## src/rtl/core/fjd_pkg.sv

```systemverilog
package fjd_pkg;

    // configuration register indexes
    localparam logic [2:0] CFG_DETECT_ENABLE   = 3'd0;
    localparam logic [2:0] CFG_PERIOD_STEPS    = 3'd1;
    localparam logic [2:0] CFG_MIN_PULSES      = 3'd2;
    localparam logic [2:0] CFG_ALERT_THRESHOLD = 3'd3;
    localparam logic [2:0] CFG_DEADBAND        = 3'd4;
    localparam logic [2:0] CFG_NOISE_LIMIT     = 3'd5;

    localparam int CFG_ADDR_W = 3;
    localparam int CFG_DATA_W = 16;

    // input item tdata layout
    localparam int IN_ENC_A    = 0;
    localparam int IN_ENC_B    = 1;
    localparam int IN_STEPS_LO = 2;
    localparam int IN_STEPS_HI = 33;
    localparam int IN_PRINTING = 34;
    localparam int IN_PWR_LOST = 35;
    localparam int IN_DATA_W   = 40;

    // result item tdata layout
    localparam int OUT_JAM       = 0;
    localparam int OUT_CLOSED    = 1;
    localparam int OUT_PULSES_LO = 2;
    localparam int OUT_PULSES_HI = 18;
    localparam int OUT_BAD_LO    = 19;
    localparam int OUT_BAD_HI    = 21;
    localparam int OUT_DATA_W    = 24;

    localparam int PULSE_W   = 17;
    localparam int PULSE_MAX = 65535;
    localparam int PULSE_MIN = -65536;

    // next pin state when the wheel turns forwards (pins = a | b<<1)
    function automatic logic [1:0] next_fwd(input logic [1:0] pins);
        logic [1:0] res;
        case (pins)
            2'd0:    res = 2'd2;
            2'd1:    res = 2'd0;
            2'd2:    res = 2'd3;
            2'd3:    res = 2'd1;
            default: res = 2'd0;
        endcase
        return res;
    endfunction

endpackage

```

## src/rtl/core/filament_jam_detector.sv

```systemverilog
// Filament jam detector. Each input item is either an encoder pin sample
// (s_tuser = 0) or an extruder position check (s_tuser = 1), and gives exactly
// one result item. Samples drive saturating forward/backward wheel counts;
// a check that, while detection is enabled and no closed period is pending, finds
// the extruder more than period_steps past the last closed period closes a
// period, filters the counts into a pulse total and, while printing without
// power loss, judges it against min_pulses. alert_threshold consecutive bad
// periods give a one-item jam pulse. The block takes one item per clock while
// the result side is not stalled: an item waits in the input register, where
// the count update, fold and judgement are done in a single pass, and then in
// the result register. Configuration must be written while no item is in flight.
module filament_jam_detector #(
    parameter int COUNT_WIDTH = 16
) (
    input  logic                                aclk,
    input  logic                                aresetn,

    input  logic                                cfg_wr_en,
    input  logic [fjd_pkg::CFG_ADDR_W-1:0]      cfg_addr,
    input  logic [fjd_pkg::CFG_DATA_W-1:0]      cfg_wdata,

    input  logic                                s_tvalid,
    output logic                                s_tready,
    // enc_a, enc_b, extruder_steps[31:0], printing, power_lost, zero pad
    input  logic [fjd_pkg::IN_DATA_W-1:0]       s_tdata,
    // req_type
    input  logic                                s_tuser,

    output logic                                m_tvalid,
    input  logic                                m_tready,
    // jam_detected, period_closed, period_pulses[16:0], bad_periods[2:0], zero pad
    output logic [fjd_pkg::OUT_DATA_W-1:0]      m_tdata
);

    localparam int CW = COUNT_WIDTH;
    localparam int EW = (CW + 2 > 18) ? CW + 2 : 18;
    localparam logic signed [EW-1:0] PMAX = EW'(fjd_pkg::PULSE_MAX);
    localparam logic signed [EW-1:0] PMIN = EW'(fjd_pkg::PULSE_MIN);

    // configuration
    logic        detect_enable_reg;
    logic [15:0] period_steps_reg;
    logic [7:0]  min_pulses_reg;
    logic [2:0]  alert_threshold_reg;
    logic [7:0]  deadband_reg;
    logic [7:0]  noise_limit_reg;

    always_ff @(posedge aclk) begin
        if (!aresetn) begin
            detect_enable_reg   <= 1'b0;
            period_steps_reg    <= 16'd576;
            min_pulses_reg      <= 8'd1;
            alert_threshold_reg <= 3'd2;
            deadband_reg        <= 8'd2;
            noise_limit_reg     <= 8'd4;
        end else if (cfg_wr_en) begin
            case (cfg_addr)
                fjd_pkg::CFG_DETECT_ENABLE:   detect_enable_reg   <= cfg_wdata[0];
                fjd_pkg::CFG_PERIOD_STEPS:    period_steps_reg    <= cfg_wdata;
                fjd_pkg::CFG_MIN_PULSES:      min_pulses_reg      <= cfg_wdata[7:0];
                fjd_pkg::CFG_ALERT_THRESHOLD: alert_threshold_reg <= cfg_wdata[2:0];
                fjd_pkg::CFG_DEADBAND:        deadband_reg        <= cfg_wdata[7:0];
                fjd_pkg::CFG_NOISE_LIMIT:     noise_limit_reg     <= cfg_wdata[7:0];
                default: ;
            endcase
        end
    end

    // input register
    logic        in_valid_reg;
    logic        in_type_reg;
    logic [1:0]  in_pins_reg;
    logic [31:0] in_pos_reg;
    logic        in_printing_reg;
    logic        in_lost_reg;

    logic m_valid_reg;
    logic [fjd_pkg::OUT_DATA_W-1:0] m_data_reg;
    logic m_data_next;
    logic advance;

    assign advance  = in_valid_reg && (!m_valid_reg || m_tready);
    assign s_tready = !in_valid_reg || advance;

    always_ff @(posedge aclk) begin
        if (!aresetn) begin
            in_valid_reg <= 1'b0;
        end else if (s_tready) begin
            in_valid_reg <= s_tvalid;
        end
    end

    always_ff @(posedge aclk) begin
        if (s_tvalid && s_tready) begin
            in_type_reg     <= s_tuser;
            in_pins_reg     <= {s_tdata[fjd_pkg::IN_ENC_B], s_tdata[fjd_pkg::IN_ENC_A]};
            in_pos_reg      <= s_tdata[fjd_pkg::IN_STEPS_HI:fjd_pkg::IN_STEPS_LO];
            in_printing_reg <= s_tdata[fjd_pkg::IN_PRINTING];
            in_lost_reg     <= s_tdata[fjd_pkg::IN_PWR_LOST];
        end
    end

    // detector state
    logic [1:0]                  last_pins_reg, last_pins_next;
    logic [CW-1:0]               fwd_reg, fwd_next;
    logic [CW-1:0]               bwd_reg, bwd_next;
    logic signed [16:0]          saved_reg, saved_next;
    logic [31:0]                 last_steps_reg, last_steps_next;
    logic                        pending_reg, pending_next;
    logic [2:0]                  bad_reg, bad_next;

    logic                        jam;
    logic                        closed;
    logic signed [16:0]          total;

    logic [31:0]                 du;
    logic                        past_period;
    logic [CW-1:0]               absd;
    logic signed [EW-1:0]        f_s, b_s, tot_raw, tot_clamp;
    logic                        pend_mid;
    logic signed [16:0]          saved_mid;
    logic [2:0]                  lim;

    assign du          = in_pos_reg - last_steps_reg;
    assign past_period = $signed({du[31], du}) > $signed({17'd0, period_steps_reg});

    // fold of the wheel counts into one signed total
    always_comb begin
        absd = (fwd_reg >= bwd_reg) ? fwd_reg - bwd_reg : bwd_reg - fwd_reg;
        f_s  = $signed(EW'(fwd_reg));
        b_s  = $signed(EW'(bwd_reg));
        if (absd < CW'(deadband_reg)) begin
            tot_raw = '0;
        end else if (bwd_reg < CW'(noise_limit_reg) && bwd_reg < fwd_reg) begin
            tot_raw = f_s + b_s;
        end else if (bwd_reg > fwd_reg && fwd_reg < CW'(noise_limit_reg)) begin
            tot_raw = f_s - b_s;
        end else begin
            tot_raw = f_s;
        end
        if (tot_raw > PMAX) begin
            tot_clamp = PMAX;
        end else if (tot_raw < PMIN) begin
            tot_clamp = PMIN;
        end else begin
            tot_clamp = tot_raw;
        end
    end

    assign lim = (alert_threshold_reg == 3'd0) ? 3'd0 : alert_threshold_reg - 3'd1;

    always_comb begin
        last_pins_next  = last_pins_reg;
        fwd_next        = fwd_reg;
        bwd_next        = bwd_reg;
        saved_next      = saved_reg;
        last_steps_next = last_steps_reg;
        pending_next    = pending_reg;
        bad_next        = bad_reg;
        jam             = 1'b0;
        closed          = 1'b0;
        total           = '0;
        pend_mid        = pending_reg;
        saved_mid       = saved_reg;

        if (!in_type_reg) begin
            if (in_pins_reg != last_pins_reg) begin
                if (fjd_pkg::next_fwd(last_pins_reg) == in_pins_reg) begin
                    fwd_next = (fwd_reg == '1) ? fwd_reg : fwd_reg + 1'b1;
                end else if (fjd_pkg::next_fwd(in_pins_reg) == last_pins_reg) begin
                    bwd_next = (bwd_reg == '1) ? bwd_reg : bwd_reg + 1'b1;
                end
            end
            last_pins_next = in_pins_reg;
        end else begin
            if (detect_enable_reg && !pending_reg && past_period) begin
                closed          = 1'b1;
                last_steps_next = in_pos_reg;
                pend_mid        = 1'b1;
                total           = tot_clamp[16:0];
                if (tot_clamp != '0) begin
                    saved_mid = tot_clamp[16:0];
                    fwd_next  = '0;
                    bwd_next  = '0;
                end
            end
            pending_next = pend_mid;
            saved_next   = saved_mid;
            if (!in_lost_reg && in_printing_reg && pend_mid) begin
                if (saved_mid < $signed({9'd0, min_pulses_reg})) begin
                    if (bad_reg >= lim) begin
                        jam      = 1'b1;
                        bad_next = 3'd0;
                    end else begin
                        bad_next = bad_reg + 3'd1;
                    end
                end else begin
                    bad_next = 3'd0;
                end
                pending_next = 1'b0;
                saved_next   = '0;
            end
        end
    end

    always_ff @(posedge aclk) begin
        if (!aresetn) begin
            last_pins_reg  <= '0;
            fwd_reg        <= '0;
            bwd_reg        <= '0;
            saved_reg      <= '0;
            last_steps_reg <= '0;
            pending_reg    <= 1'b0;
            bad_reg        <= '0;
        end else if (advance) begin
            last_pins_reg  <= last_pins_next;
            fwd_reg        <= fwd_next;
            bwd_reg        <= bwd_next;
            saved_reg      <= saved_next;
            last_steps_reg <= last_steps_next;
            pending_reg    <= pending_next;
            bad_reg        <= bad_next;
        end
    end

    // result register
    assign m_data_next = advance;

    always_ff @(posedge aclk) begin
        if (!aresetn) begin
            m_valid_reg <= 1'b0;
        end else if (advance) begin
            m_valid_reg <= 1'b1;
        end else if (m_tready) begin
            m_valid_reg <= 1'b0;
        end
    end

    always_ff @(posedge aclk) begin
        if (m_data_next) begin
            m_data_reg <= {2'b00, bad_next, total, closed, jam};
        end
    end

    assign m_tvalid = m_valid_reg;
    assign m_tdata  = m_data_reg;

endmodule

```

## config.mk

```make
export PLATFORM = sky130hd
export DESIGN_NAME = filament_jam_detector
export DESIGN_NICKNAME = d
export VERILOG_FILES = /design/src/rtl/core/fjd_pkg.sv /design/src/rtl/core/filament_jam_detector.sv
export SDC_FILE = /design/constraint.sdc
export NUM_CORES = 1
export LEC_CHECK = 0
export BUFFER_PORTS_ARGS = -buffer_cell sky130_fd_sc_hd__buf_2
export CAP_MARGIN = 20
export CORE_MARGIN = 2
export CORE_UTILIZATION = 55
export DETAILED_ROUTE_END_ITERATION = 10
export PLACE_DENSITY = 0.73
export REMOVE_ABC_BUFFERS = 1
export SLEW_MARGIN = 20
export SYNTH_ARGS = -nofsm -noshare
export SYNTH_HDL_FRONTEND = slang
export SYNTH_SLANG_ARGS = --single-unit
export TNS_END_PERCENT = 1
```

## constraint.sdc

```tcl
create_clock -name aclk -period 18.8 [get_ports aclk]
set_clock_uncertainty 0.05 [all_clocks]
set_input_delay 2.82 -clock aclk [delete_from_list [all_inputs] [get_ports aclk]]
set_output_delay 2.82 -clock aclk [all_outputs]
set_load 0.02 [all_outputs]
```

==> impl_metrics.json <==
{
  "fp.coreArea_um2": 25000,
  "yosys.area.top_type": "dfxtp_1",
  "holdWs_ps": 407,
  "ys_seq_elements": 192,
  "synth_edf_count": 59,
  "ctsHoldBuffers": 0,
  "io-pin-count": 91,
  "clk_pin_slew_worst_paths_ps": 80,
  "highest_layer": "met5",
  "yosys-top-cells-area": "dfxtp_1 (19%), edfxtp_1 (13%), ha_1 (12%), nand2_1 (6.5%), a21oi_1 (3.8%)",
  "combPwrFrac": 0.122,
  "cts_resized": 0,
  "start_util": 0.558,
  "critPathMaxStageDelay_ps": 670,
  "ys_seq_area_frac": 0.317,
  "clock_path_buffers": 2,
  "firstDrtPassIters": 6,
  "period_share": 0.463,
  "hold_class": "register to register",
  "synthCells": 1688,
  "nFillCells": 2240,
  "drive_gt1_frac": 0.105,
  "cp-start-kind": "register",
  "cts-root-buf": "clkbuf_16",
  "yosys_warnings": 0,
  "htree_levels": 4,
  "vdd_drop_max_mv": 0.0572,
  "synth_area_um2": 14000,
  "swShare": 0.287,
  "fp.dieW_um": 163,
  "power.density_nw_per_um2": 61.1,
  "grt_max_degree": 58,
  "arrival_ps": 8950,
  "dp_hpwl_mm": 29.1,
  "wl_met1_mm": 16.8,
  "synth_cell_types": 95,
  "grt_pass1_vias": 11869,
  "cpMaxStageDelayCell": "dfxtp_1",
  "antenna_found_initial": 3,
  "dr.first_iter.drc_count": 1028,
  "synthTopCellsByCount": "nand2_1 (241), inv_1 (141), dfxtp_1 (133)",
  "drv_cap": 0,
  "power.switching_w": 0.000267,
  "synth.avg_cell_area_um2": 8.28,
  "rsz0062_at_grt": "no",
  "drc": 0,
  "drt-total-wl_mm": 38.1,
  "via_count": 12400,
  "yosysMostFrequentCell": "nand2_1",
  "path_class": "register to register",
  "grt_first_pass_wirelength_mm": 60.6,
  "gp_congestion": 0.934,
  "viasPerCell": 5.96,
  "tightest_slew_ps": 930,
  "post-route-min-period_ps": 8710,
  "wire_per_inst_um": 18.3,
  "rows": 58,
  "grt-ovfl-total": 0,
  "async_reset_ff_frac": 0,
  "yosysTopAreaCellShare": 0.190,
  "p_seq_frac": 0.476,
  "cp-end-kind": "register",
  "p_clk_frac": 0.403,
  "clock-sinks": 192,
  "crit_fanout": 14,
  "max-slew-margin-rel": 0.379,
  "cts_tree": "built",
  "finalSetupViolations": 0,
  "clock_latency_ps": 450,
  "dieArea_um2": 26700,
  "tns_ps": 0,
  "p_leak_nw": 5.92,
  "fin_nets": 1935,
  "hold_viol_final": 0,
  "final_util": 0.607,
  "ys.flop_type": "dfxtp_1",
  "route.met3.wl_mm": 1.95,
  "final_max_slew_viol_count": 0,
  "met2WireLength_mm": 17.9,
  "dieHeight_um": 163,
  "ant_nets": 0,
  "status": "complete, no violations",
  "fmax_mhz": 115,
  "power.internal_w": 0.000661,
  "cts-buffers-inserted": 17,
  "io_buffers": 84,
  "worstPathRequired_ps": 19040,
  "grt_usage": 0.288,
  "area_delta_synth_final_pct": 8.62,
  "cts_setup_buffers": 0
}
==> kinds of logic (layout without fill, tap and decap cells) <==
logic type,count (synthesis),in the layout,synth area share
AND/OR/NAND/NOR,606,606,0.209
AO/OA/AOI/OAI,456,456,0.229
buffers and inverters,206,265,0.0606
flip-flops,192,192,0.317
adder cells (fa/ha/maj),135,135,0.123
XOR/XNOR,63,63,0.0395
multiplexers,29,29,0.0218
other,1,4,0.000268
==> stage by stage <==
| step | setup WS, ps | std cells | total power, W | instance area, um2 |
|---|---|---|---|---|
| floorplan | 11990 | 1625 | 0.000525 | 13700 |
| global placement | 10230 | 2046 | 0.000560 | 14600 |
| detailed placement | 10070 | 2046 | 0.000562 | 14600 |
| CTS | 10050 | 2078 | 0.000933 | 15200 |
| global route | 9600 | 2080 | 0.000962 | 15200 |
| finish | 10090 | 2080 | 0.000928 | 15200 |
==> power by group through the flow <==
stage | combinational [W] | clock [W] | sequential, W
2_1_floorplan | 0.0000733 | 0 | 0.000452
3_3_place_gp | 0.000109 | 0 | 0.000451
3_5_place_dp | 0.000111 | 0 | 0.000451
4_1_cts | 0.000112 | 0.000380 | 0.000441
5_1_grt | 0.000125 | 0.000395 | 0.000443
6_report | 0.000113 | 0.000374 | 0.000441
==> cells in the final DEF (no fill, tap or decap), drive strengths merged, types with 17 or more instances in the layout <==
master / synthesis / routed
edfxtp: 59 / 59
mux2i: 20 / 20
ha: 131 / 131
a21oi: 109 / 109
nor3: 32 / 32
nand2: 243 / 243
a22oi: 20 / 20
a211oi: 21 / 21
clkbuf: 31 / 17
nand3: 40 / 40
nor2b: 36 / 36
nand2b: 19 / 19
a21o: 30 / 30
nand4: 26 / 26
o211ai: 26 / 26
inv: 142 / 149
buf: 33 / 91
a21boi: 77 / 77
o21ai: 66 / 66
dfxtp: 133 / 133
xnor2: 50 / 50
nor2: 128 / 128
==> layer usage <==
metal	up-vias	GRT usage
met4	2	0.122
met5	-	0
met2	357	0.481
met1	5858	0.372
met3	93	0.0429
li1	6090	-
==> path summary, 6_finish.rpt <==
path	start	to	slack [ps]	cells after the start
setup / recovery	fwd_reg[3]	m_tdata[0]	10090	27
hold / removal	last_steps_reg[23]	last_steps_reg[23]	410	2
setup reg to reg	fwd_reg[3]	m_tdata[0]	10090	27
hold reg to reg	last_steps_reg[23]	last_steps_reg[23]	410	2
==> critical path: cells and delay by family (launching register included) <==
| family | cells | cell delay [ps] |
|---|---|---|
| AO/OA/AOI/OAI | 15 | 4650 |
| adder cells (fa/ha/maj) | 3 | 1230 |
| AND/OR/NAND/NOR | 5 | 1050 |
| flip-flops | 1 | 670 |
| multiplexers | 2 | 630 |
| buffers and inverters | 1 | 180 |
| XOR/XNOR | 1 | 100 |
==> layout make-up <==
type                    count  area (um2)  share of cell area
diodes                      2        5.00            0.000330
clock buffers              17         425              0.0280
clock inverters            15         185              0.0122
inverters                 142         533              0.0351
multi-input cells        1291        8720               0.574
flip-flops and latches    192        4430               0.292
well taps                 330         413              0.0272
repair buffers             91         473              0.0311
Note: power is estimated with default switching activity, not from simulation.
